$ cat src/rtl/prpbs_pkg.sv
// Shared types and constants of the pump run and pulse burst sequencer.
package prpbs_pkg;

	// Configuration register indexes.
	localparam int unsigned CFG_INDEX_W = 2;
	localparam logic [CFG_INDEX_W-1:0] CFG_DRIVE_ACTIVE_HIGH = 2'd0;
	localparam logic [CFG_INDEX_W-1:0] CFG_RUN_TIME_MS       = 2'd1;
	localparam logic [CFG_INDEX_W-1:0] CFG_STRIKE_REPEATS    = 2'd2;
	localparam logic [CFG_INDEX_W-1:0] CFG_STRIKE_PHASE_MS   = 2'd3;
	localparam int unsigned CFG_DATA_W = 32;

	// Reset values of the configuration registers.
	localparam logic        RST_DRIVE_ACTIVE_HIGH = 1'b1;
	localparam logic [31:0] RST_RUN_TIME_MS       = 32'd300000;
	localparam logic [7:0]  RST_STRIKE_REPEATS    = 8'd9;
	localparam logic [15:0] RST_STRIKE_PHASE_MS   = 16'd125;

	// One loop pass as it arrives.
	typedef struct packed {
		logic [31:0] now_ms;
		logic        request_on;
		logic        request_burst;
		logic        request_off;
	} in_item_t;

	// Result of one loop pass.
	typedef struct packed {
		logic drive_level;
		logic pump_on;
		logic pump_off;
		logic on_event;
		logic off_event;
		logic burst_start_event;
		logic burst_end_event;
	} out_item_t;

	// Configuration register set.
	typedef struct packed {
		logic        drive_active_high;
		logic [31:0] run_time_ms;
		logic [7:0]  strike_repeats;
		logic [15:0] strike_phase_ms;
	} cfg_t;

	// Sticky demands, status flags and pin level.
	typedef struct packed {
		logic pending_on;
		logic pending_burst;
		logic pending_off;
		logic status_on;
		logic status_off;
		logic output_level;
	} seq_flags_t;

	// Sequencer steps, one-hot.
	typedef enum logic [12:0] {
		ST_INIT           = 13'b0_0000_0000_0001,
		ST_WAIT_DEMAND    = 13'b0_0000_0000_0010,
		ST_SWITCH_ON      = 13'b0_0000_0000_0100,
		ST_RUNNING        = 13'b0_0000_0000_1000,
		ST_SWITCH_OFF     = 13'b0_0000_0001_0000,
		ST_BURST_INIT     = 13'b0_0000_0010_0000,
		ST_PULSE_ON       = 13'b0_0000_0100_0000,
		ST_PULSE_ON_WAIT  = 13'b0_0000_1000_0000,
		ST_PULSE_OFF      = 13'b0_0001_0000_0000,
		ST_PULSE_OFF_WAIT = 13'b0_0010_0000_0000,
		ST_PULSE_CHECK    = 13'b0_0100_0000_0000,
		ST_BURST_END      = 13'b0_1000_0000_0000,
		ST_DONE           = 13'b1_0000_0000_0000
	} step_t;

endpackage

$ cat src/rtl/prpbs_step.sv
// Next-state and result logic for one pass of the pump sequencer.
module prpbs_step import prpbs_pkg::*; #(
	parameter int unsigned TIME_WIDTH = 32
) (
	input  in_item_t              item,
	input  cfg_t                  cfg,
	input  step_t                 step_cur,
	input  seq_flags_t            flags_cur,
	input  logic [TIME_WIDTH-1:0] phase_cur,
	input  logic [7:0]            count_cur,
	output step_t                 step_nxt,
	output seq_flags_t            flags_nxt,
	output logic [TIME_WIDTH-1:0] phase_nxt,
	output logic [7:0]            count_nxt,
	output out_item_t             result
);

	localparam int unsigned CMP_W = (TIME_WIDTH > 32) ? TIME_WIDTH : 32;

	logic [CMP_W-1:0]      now_ext;
	logic [TIME_WIDTH-1:0] now_t;
	logic [TIME_WIDTH-1:0] elapsed;
	logic [CMP_W-1:0]      elapsed_ext;
	logic                  run_done;
	logic                  phase_done;
	logic                  ev_on;
	logic                  ev_off;
	logic                  ev_bs;
	logic                  ev_be;
	seq_flags_t            fl;

	// Time is taken modulo the timer width; elapsed time wraps the same way.
	assign now_ext     = CMP_W'(item.now_ms);
	assign now_t       = now_ext[TIME_WIDTH-1:0];
	assign elapsed     = now_t - phase_cur;
	assign elapsed_ext = CMP_W'(elapsed);
	assign run_done    = elapsed_ext >= CMP_W'(cfg.run_time_ms);
	assign phase_done  = elapsed_ext >= CMP_W'(cfg.strike_phase_ms);

	// Latch the requests of this pass, then advance the sequencer by one step.
	always_comb begin
		fl               = flags_cur;
		fl.pending_on    = flags_cur.pending_on | item.request_on;
		fl.pending_burst = flags_cur.pending_burst | item.request_burst;
		fl.pending_off   = flags_cur.pending_off | item.request_off;
		step_nxt         = step_cur;
		phase_nxt        = phase_cur;
		count_nxt        = count_cur;
		ev_on            = 1'b0;
		ev_off           = 1'b0;
		ev_bs            = 1'b0;
		ev_be            = 1'b0;
		unique case (step_cur)
			ST_INIT: begin
				fl.pending_on    = 1'b0;
				fl.pending_burst = 1'b0;
				fl.pending_off   = 1'b0;
				step_nxt         = ST_WAIT_DEMAND;
			end
			ST_WAIT_DEMAND: begin
				if (fl.pending_on) begin
					fl.pending_on = 1'b0;
					step_nxt      = ST_SWITCH_ON;
				end else if (fl.pending_burst) begin
					fl.pending_burst = 1'b0;
					step_nxt         = ST_BURST_INIT;
				end
			end
			ST_SWITCH_ON: begin
				fl.output_level = cfg.drive_active_high;
				fl.status_on    = 1'b1;
				fl.status_off   = 1'b0;
				fl.pending_off  = 1'b0;
				ev_on           = 1'b1;
				phase_nxt       = now_t;
				step_nxt        = ST_RUNNING;
			end
			ST_RUNNING: begin
				// An off demand is consumed even when the run time is also up.
				if (run_done || fl.pending_off) begin
					step_nxt = ST_SWITCH_OFF;
				end
				fl.pending_off = 1'b0;
			end
			ST_SWITCH_OFF: begin
				fl.output_level = ~cfg.drive_active_high;
				fl.status_on    = 1'b0;
				fl.status_off   = 1'b1;
				ev_off          = 1'b1;
				step_nxt        = ST_DONE;
			end
			ST_BURST_INIT: begin
				count_nxt      = '0;
				fl.status_on   = 1'b1;
				fl.status_off  = 1'b0;
				fl.pending_off = 1'b0;
				ev_bs          = 1'b1;
				step_nxt       = ST_PULSE_ON;
			end
			ST_PULSE_ON: begin
				fl.output_level = cfg.drive_active_high;
				phase_nxt       = now_t;
				step_nxt        = ST_PULSE_ON_WAIT;
			end
			ST_PULSE_ON_WAIT: begin
				if (phase_done) begin
					step_nxt = ST_PULSE_OFF;
				end
			end
			ST_PULSE_OFF: begin
				fl.output_level = ~cfg.drive_active_high;
				phase_nxt       = now_t;
				step_nxt        = ST_PULSE_OFF_WAIT;
			end
			ST_PULSE_OFF_WAIT: begin
				if (phase_done) begin
					step_nxt = ST_PULSE_CHECK;
				end
			end
			ST_PULSE_CHECK: begin
				if (fl.pending_off) begin
					fl.pending_off = 1'b0;
					step_nxt       = ST_BURST_END;
				end else if (count_cur < cfg.strike_repeats) begin
					count_nxt = count_cur + 8'd1;
					step_nxt  = ST_PULSE_ON;
				end else begin
					step_nxt = ST_BURST_END;
				end
			end
			ST_BURST_END: begin
				fl.status_on  = 1'b0;
				fl.status_off = 1'b1;
				ev_be         = 1'b1;
				step_nxt      = ST_DONE;
			end
			default: begin
				// The done step and any stray code return to init.
				step_nxt = ST_INIT;
			end
		endcase
		flags_nxt = fl;
	end

	// Result of the pass reflects the updated flags.
	always_comb begin
		result.drive_level       = fl.output_level;
		result.pump_on           = fl.status_on;
		result.pump_off          = fl.status_off;
		result.on_event          = ev_on;
		result.off_event         = ev_off;
		result.burst_start_event = ev_bs;
		result.burst_end_event   = ev_be;
	end

endmodule

$ cat src/rtl/pump_run_and_pulse_burst_sequencer.sv
// Top level of the pump run and pulse burst sequencer.
//
//  Channel   Handshake             Payload            Moves
//  item      item_valid/stall      in_item_t item     one control loop pass in
//  result    result_valid/stall    out_item_t result  one pass result out
//  cfg       cfg_valid/ready       cfg_index/data     one register write
//
// Each accepted item is held in the input register; the step logic then
// writes its result into the output register, and one item is taken every
// cycle while results are drained.
// The sequencer state advances in the same cycle as the output register loads.
// A stalled result holds the input register, which then stalls the item side.
// Reset leaves the sequencer at its init step with the pump switched off.
module pump_run_and_pulse_burst_sequencer import prpbs_pkg::*; #(
	parameter int unsigned TIME_WIDTH = 32
) (
	input  logic                   clk,
	input  logic                   arst_n,
	input  logic                   item_valid,
	output logic                   item_stall,
	input  in_item_t               item,
	output logic                   result_valid,
	input  logic                   result_stall,
	output out_item_t              result,
	input  logic                   cfg_valid,
	output logic                   cfg_ready,
	input  logic [CFG_INDEX_W-1:0] cfg_index,
	input  logic [CFG_DATA_W-1:0]  cfg_data
);

	cfg_t                  cfg_q;
	logic                  valid_s1;
	in_item_t              item_s1;
	logic                  advance;
	step_t                 step_q;
	step_t                 step_nxt;
	seq_flags_t            flags_q;
	seq_flags_t            flags_nxt;
	logic [TIME_WIDTH-1:0] phase_q;
	logic [TIME_WIDTH-1:0] phase_nxt;
	logic [7:0]            count_q;
	logic [7:0]            count_nxt;
	out_item_t             result_nxt;
	logic                  result_valid_q;
	out_item_t             result_q;

	// Configuration writes are always taken.
	assign cfg_ready = 1'b1;

	always_ff @(posedge clk or negedge arst_n) begin
		if (!arst_n) begin
			cfg_q.drive_active_high <= RST_DRIVE_ACTIVE_HIGH;
			cfg_q.run_time_ms       <= RST_RUN_TIME_MS;
			cfg_q.strike_repeats    <= RST_STRIKE_REPEATS;
			cfg_q.strike_phase_ms   <= RST_STRIKE_PHASE_MS;
		end else if (cfg_valid) begin
			unique case (cfg_index)
				CFG_DRIVE_ACTIVE_HIGH: cfg_q.drive_active_high <= cfg_data[0];
				CFG_RUN_TIME_MS:       cfg_q.run_time_ms       <= cfg_data;
				CFG_STRIKE_REPEATS:    cfg_q.strike_repeats    <= cfg_data[7:0];
				CFG_STRIKE_PHASE_MS:   cfg_q.strike_phase_ms   <= cfg_data[15:0];
				default: begin
				end
			endcase
		end
	end

	// The input register empties whenever the output register can take a result.
	assign advance    = valid_s1 && (!result_valid_q || !result_stall);
	assign item_stall = valid_s1 && !advance;

	always_ff @(posedge clk or negedge arst_n) begin
		if (!arst_n) begin
			valid_s1 <= 1'b0;
		end else if (!item_stall) begin
			valid_s1 <= item_valid;
		end
	end

	always_ff @(posedge clk) begin
		if (!item_stall && item_valid) begin
			item_s1 <= item;
		end
	end

	prpbs_step #(
		.TIME_WIDTH(TIME_WIDTH)
	) u_step (
		.item      (item_s1),
		.cfg       (cfg_q),
		.step_cur  (step_q),
		.flags_cur (flags_q),
		.phase_cur (phase_q),
		.count_cur (count_q),
		.step_nxt  (step_nxt),
		.flags_nxt (flags_nxt),
		.phase_nxt (phase_nxt),
		.count_nxt (count_nxt),
		.result    (result_nxt)
	);

	// Sequencer state moves on with each transfer into the output register.
	always_ff @(posedge clk or negedge arst_n) begin
		if (!arst_n) begin
			step_q               <= ST_INIT;
			flags_q.pending_on    <= 1'b0;
			flags_q.pending_burst <= 1'b0;
			flags_q.pending_off   <= 1'b0;
			flags_q.status_on     <= 1'b0;
			flags_q.status_off    <= 1'b1;
			flags_q.output_level  <= 1'b0;
			phase_q              <= '0;
			count_q              <= '0;
		end else if (advance) begin
			step_q  <= step_nxt;
			flags_q <= flags_nxt;
			phase_q <= phase_nxt;
			count_q <= count_nxt;
		end
	end

	// Output register.
	always_ff @(posedge clk or negedge arst_n) begin
		if (!arst_n) begin
			result_valid_q <= 1'b0;
		end else if (!result_valid_q || !result_stall) begin
			result_valid_q <= valid_s1;
		end
	end

	always_ff @(posedge clk) begin
		if (advance) begin
			result_q <= result_nxt;
		end
	end

	assign result_valid = result_valid_q;
	assign result       = result_q;

endmodule

$ cat config.mk
export PLATFORM = sky130hd
export DESIGN_NAME = pump_run_and_pulse_burst_sequencer
export DESIGN_NICKNAME = d
export VERILOG_FILES = /design/src/rtl/prpbs_pkg.sv /design/src/rtl/prpbs_step.sv /design/src/rtl/pump_run_and_pulse_burst_sequencer.sv
export SDC_FILE = /design/constraint.sdc
export NUM_CORES = 1
export LEC_CHECK = 0
export BUFFER_PORTS_ARGS = -buffer_cell sky130_fd_sc_hd__buf_2
export CAP_MARGIN = 40
export CORE_ASPECT_RATIO = 0.9
export CORE_MARGIN = 1.5
export CORE_UTILIZATION = 42
export DETAILED_ROUTE_END_ITERATION = 6
export SYNTH_ARGS = -nofsm -noshare
export SYNTH_HDL_FRONTEND = slang
export SYNTH_SLANG_ARGS = --single-unit
$ cat constraint.sdc
create_clock -name clk -period 12.5 [get_ports clk]
set_clock_uncertainty 0.2 [all_clocks]
set_input_delay 2.5 -clock clk [delete_from_list [all_inputs] [get_ports clk]]
set_output_delay 2.5 -clock clk [all_outputs]
set_load 0.1 [all_outputs]
; Yosys cells after proc, flatten, opt, wreduce, memory -nomap -nowiden
; Index checks and enable logic that the tools add are counted.
[word_totals]
output_inout_bits = 10
register_bits = 160
inputBits = 74
[classes]
n_addsub = 2
n_reduce_logical = 24
n_lt_le_gt_ge = 3
n_mux = 20
eq_ne = 21
bitwise = 4
[ops]
columns = operator, n
row1 = $pmux 13 s11, 1
row2 = $mux 13, 6
row3 = $ge 32x16->1, 1
row4 = $ge 32x32->1, 1
row5 = $sub 32x32->32, 1
row6 = $mux 8, 2
row7 = $pmux 8 s2, 1
row8 = $eq 13x1->1 const B, 1
row9 = $eq 13x10->1 const B, 1
row10 = $eq 13x11->1 const B, 1
row11 = $eq 13x12->1 const B, 1
row12 = $eq 13x2->1 const B, 1
row13 = $eq 13x3->1 const B, 1
row14 = $eq 13x4->1 const B, 1
row15 = $eq 13x5->1 const B, 1
row16 = $eq 13x6->1 const B, 1
row17 = $eq 13x7->1 const B, 1
row18 = $eq 13x8->1 const B, 1
row19 = $eq 13x9->1 const B, 1
row20 = $mux 12, 1
row21 = $reduce_and 2->1, 5
row22 = $add 8x1->8 const B, 1
row23 = $lt 8x8->1, 1
row24 = $ne 2x1->1 const B, 4
row25 = 19 further kinds, 37

; Longest topological paths before layout
[logic_depth]
ltp_word = 7
mapped_depth = 21
mapped_depth_nobuf = 20

; Modules after synthesis
; From an unflattened synthesis, not the netlist that was laid out.
[hier_totals]
hier_cells = 950
area_unflattened_um2 = 10377.5
[modules_own_cells]
columns = module, seq_area_each_um2, n_inst, cells_each, area_per_inst_um2
row1 = pump_run_and_pulse_burst_sequencer, 4237.8, 1, 298, 5884.4
row2 = prpbs_step, 0.0, 1, 652, 4493.1

; Least setup slack after synthesis
; OpenSTA, ideal clock, no wires.
[synth_timing]
kind = input-to-output
from = in result_stall
to = out item_stall
path_stages = 2
slack_ps = 6555
arrival_ps = 3245
cell_sequence = nand3_1 > inv_1
[synth_between]
elab_chain_len = 5
[synth_lines]
columns = item, line
row1 = from (decl), pump_run_and_pulse_burst_sequencer.sv:23  ; input logic result_stall,
row2 = $logic_not 1->1, pump_run_and_pulse_burst_sequencer.sv:69  ; assign advance = valid_s1 && (!result_valid_q || !result_stall);
row3 = $logic_or 1x1->1, pump_run_and_pulse_burst_sequencer.sv:69
row4 = $logic_and 1x1->1, pump_run_and_pulse_burst_sequencer.sv:69
row5 = $logic_not 1->1, pump_run_and_pulse_burst_sequencer.sv:70  ; assign item_stall = valid_s1 && !advance;
row6 = $logic_and 1x1->1, pump_run_and_pulse_burst_sequencer.sv:70
row7 = to (decl), pump_run_and_pulse_burst_sequencer.sv:20  ; output logic item_stall,
; Every way passes these cells.

; Worst setup path after layout
; Ends and elaborated chain as after synthesis.

==> run summary <==
DRT
----------------------------------------------------------------------------------------
Vias                                                                                6731
DRT iter0 DRCs                                                                       379
Routed len/inst                                                                  16.1 um
Via density per instance                                                            5.30
Wire length reported by the detailed router                                      20.5 mm
Number of search-and-repair iterations in the first detailed-routing pass              5
Count of nets left with antenna violations after detail routing                        0
Number of remaining DRC errors                                                         0

GLOBAL ROUTING
----------------------------------------------------------------------------------------
Antenna violations before repair                                                       0
Wire length of the first global-routing pass                                     33.9 mm
Overall global routing resource usage                                              0.182
Largest net degree at the start of global routing                                     63
Via count of the first global-routing pass                                          6623
Total congestion overflow                                                              0

CTS
----------------------------------------------------------------------------------------
Sink count of the clock tree                                                         160
Max clock buf depth                                                                    2
H-tree level count                                                                     4
CTS tree                                                                           built
Total of hold buffers inserted after clock tree synthesis                              0
Total of cells resized after clock tree synthesis                                      0
Clk root buf                                                                   clkbuf_16
Postcts setup bufs                                                                     0
Total clock buffers created by CTS                                                    17
Clock latency reported for the late side of the worst-skew pair                  0.43 ns
Worst-path clk slew                                                              0.06 ns

SYNTH
----------------------------------------------------------------------------------------
Top cells by count, synth                                                   dfrtp_1, inv_1, mux2_2, ha_1, nand2_1
Most numerous cell in the Yosys netlist                                          dfrtp_1
Number of nets in the synthesized netlist                                           1035
Number of distinct standard cells referenced by the synthesized netlist               81
Async set-reset flop share out of synthesis                                        0.738
Biggest area contributors in the synthesized netlist                        dfrtp_1, edfxtp_1, ha_1
Mean instance size in the synthesized netlist                                   10.9 um2
Top cell type's share of synthesized area                                          0.259
Synthesis warning total                                                                0
Post-Syn Area                                                                   9560 um2
Count of mapped cells out of synthesis                                               873
Largest area contributor in the netlist                                          dfrtp_1
Register area share after synthesis                                                0.443
Number of synthesized register bits                                                  160
Number of enable flip-flop cells after synthesis                                      42
Post-synth top flop                                                              dfrtp_1

CRITICAL PATH
----------------------------------------------------------------------------------------
Critical path launch point type                                             primary input
Worst-case register-to-register setup slack                                      6.84 ns
Count of cells along the worst register-to-register path                              16
Endpoint of the worst-slack reg-to-reg timing path                            step_q[10]
Launch point of the worst reg-to-reg path                                    item_s1[25]
CP endpoint                                                                   item_stall
Arrival time at the worst endpoint                                               3.17 ns
Kind of critical path                                                             in2out
Biggest fanout along the worst timing path                                             3
Timing startpoint of the critical path                                      result_stall
Required time at the worst-slack endpoint                                        9.80 ns
Critical path endpoint category                                             primary output

FINAL LAYOUT
----------------------------------------------------------------------------------------
Post-route cell area                                                           10900 um2
Fraction of final layout cells with drive strength greater than 1                  0.264
Count of inserted antenna diode cells                                                  0
Multi-input gate area in the final layout                                       4890 um2
Final net count                                                                     1123
Total of fill cells in the finished design                                          2086
Relative area change from synthesis to final layout                                14.1%
Sequential cell area                                                            4240 um2

RUN
----------------------------------------------------------------------------------------
Maximum capacitance violations                                                         0

POWER
----------------------------------------------------------------------------------------
Power spent charging and discharging nets                                        1.02 mW
Overall Power                                                                    2.52 mW
Sequential group share of total power                                              0.288
Pwr per Cell Area                                                             231 nW/um2
Net switching share of the total power                                             0.405
Static power due to leakage                                                      4.93 nW
P_int                                                                            1.50 mW
Max VDD drop                                                                   0.0795 mV
Clock power share                                                                  0.201
Combinational fraction of design power                                             0.511

DIE
----------------------------------------------------------------------------------------
Die Area                                                                       23700 um2
Die span in y                                                                     146 um
Initial core utilization                                                           0.427
I/O pin total                                                                         84
Row cnt                                                                               52
Core area                                                                      22400 um2
Die extent in x                                                                   162 um

TIMING
----------------------------------------------------------------------------------------
Final worst path period share                                                      0.469
Setup violations, final                                                                0
Hold Violations, Final                                                                 0
Setup repair after global routing missed its margin                                   no
Max Clk Rate                                                                   0.170 GHz
Slew at the pin closest to its max-slew limit                                   0.821 ns
Clock period minus worst slack                                                   5.87 ns
Slew Limit Fails                                                                       0
Relative max-transition margin                                                     0.453
Fin Setup TNS                                                                       0 ns

OUTCOME
----------------------------------------------------------------------------------------
Run status                                                                  finished clean

PLACE
----------------------------------------------------------------------------------------
Port-buffer cells                                                                     82
DP HPWL                                                                          15.2 mm
Cell area after placement                                                      10300 um2
Final weighted congestion in routability-driven placement                          0.807

WORST HOLD PATH
----------------------------------------------------------------------------------------
Hold depth                                                                             2
HP Class                                                                         reg2reg

==> power by group through the flow <==
stage	Combinational [mW]	Sequential (mW)	Clock, mW
after global routing	1.45	0.741	0.538
after global placement	1.26	0.730	0
after detailed placement	1.28	0.735	0
final	1.29	0.726	0.506
after CTS	1.29	0.726	0.519
after floorplan	0.798	0.729	0
==> layout by cell type, fill, tap and decap left out, drive strengths merged, types with 5 or more instances in the layout <==
master and count:
dfrtp 99, inv 95, mux2 95, buf 90, ha 87, nand2 53
a21oi 52, edfxtp 42, o21ai 34, nor2 33, a21o 27, clkbuf 21
dfstp 19, xnor2 18, nand2b 17, nand4 16, nand3 15, nor3 12
o31ai 10, xor2 9, a31oi 9, o211ai 8, nor4b 8, and3 7
nor4 7, o21a 6, a2111oi 6, a21boi 6, nor2b 5, and2 5
clkinv 5
==> per-stage QoR <==
stage,hold WS [ns],std cells,utilization,setup WS [ns]
global route,0.310,1271,0.487,6.40
detailed placement,0.282,1239,0.462,6.63
CTS,0.296,1271,0.487,6.62
finish,0.294,1271,0.487,6.63
floorplan,0.249,873,-,6.56
global placement,0.271,1236,0.460,6.64
==> per-layer routing <==
metal  vias to the layer above  share of wire  track usage
li1                       3346              -            -
met1                      3240           0.50        0.255
met2                       123           0.45        0.287
met3                        22          0.032       0.0318
met4                         0          0.016       0.0583
met5                         -              0            0
==> cell families (layout without fill, tap and decap cells) <==
family	Yosys count	after routing	synth area share
DFF	160	160	0.443
adders and majority gates	88	88	0.116
and+or+nand+nor	199	199	0.113
xor gates and xnor gates	27	27	0.0255
buffers and inverters	115	216	0.0467
other	1	1	0.000392
AOI/OAI and AO/OA	187	187	0.140
muxes	96	96	0.115
==> flip-flops by register name, indices dropped and copies added (netlist names) <==
name	count
result_valid	1
step_q	13
cfg_q	57
valid_s1	1
phase_q	32
count_q	8
flags_q	6
result	7
item_s1	35
==> layout make-up <==
cell class	instances	area share
Clock inverter	11	0.0106
Tap cell	297	0.0341
Multi-Input combinational cell	598	0.448
Timing Repair Buffer	91	0.0459
Inverter	93	0.0320
Sequential cell	160	0.389
Clock buffer	21	0.0404
==> worst min-delay path by stage <==
stage                              end  slack (ns)        start
after CTS                 result_valid        0.30     valid_s1
after floorplan           result_valid        0.25     valid_s1
final                       phase_q[0]        0.29   phase_q[0]
after detailed placement    phase_q[0]        0.28   phase_q[0]
after global placement      phase_q[0]        0.27   phase_q[0]
after global routing       phase_q[24]        0.31  phase_q[24]
==> worst max-delay path, cell delays in order <==
cell,delay (ns)
buf_2,0.09
nand3_1,0.10
inv_1,0.07
buf_2,0.41
Power figures use the tool's default switching activity.
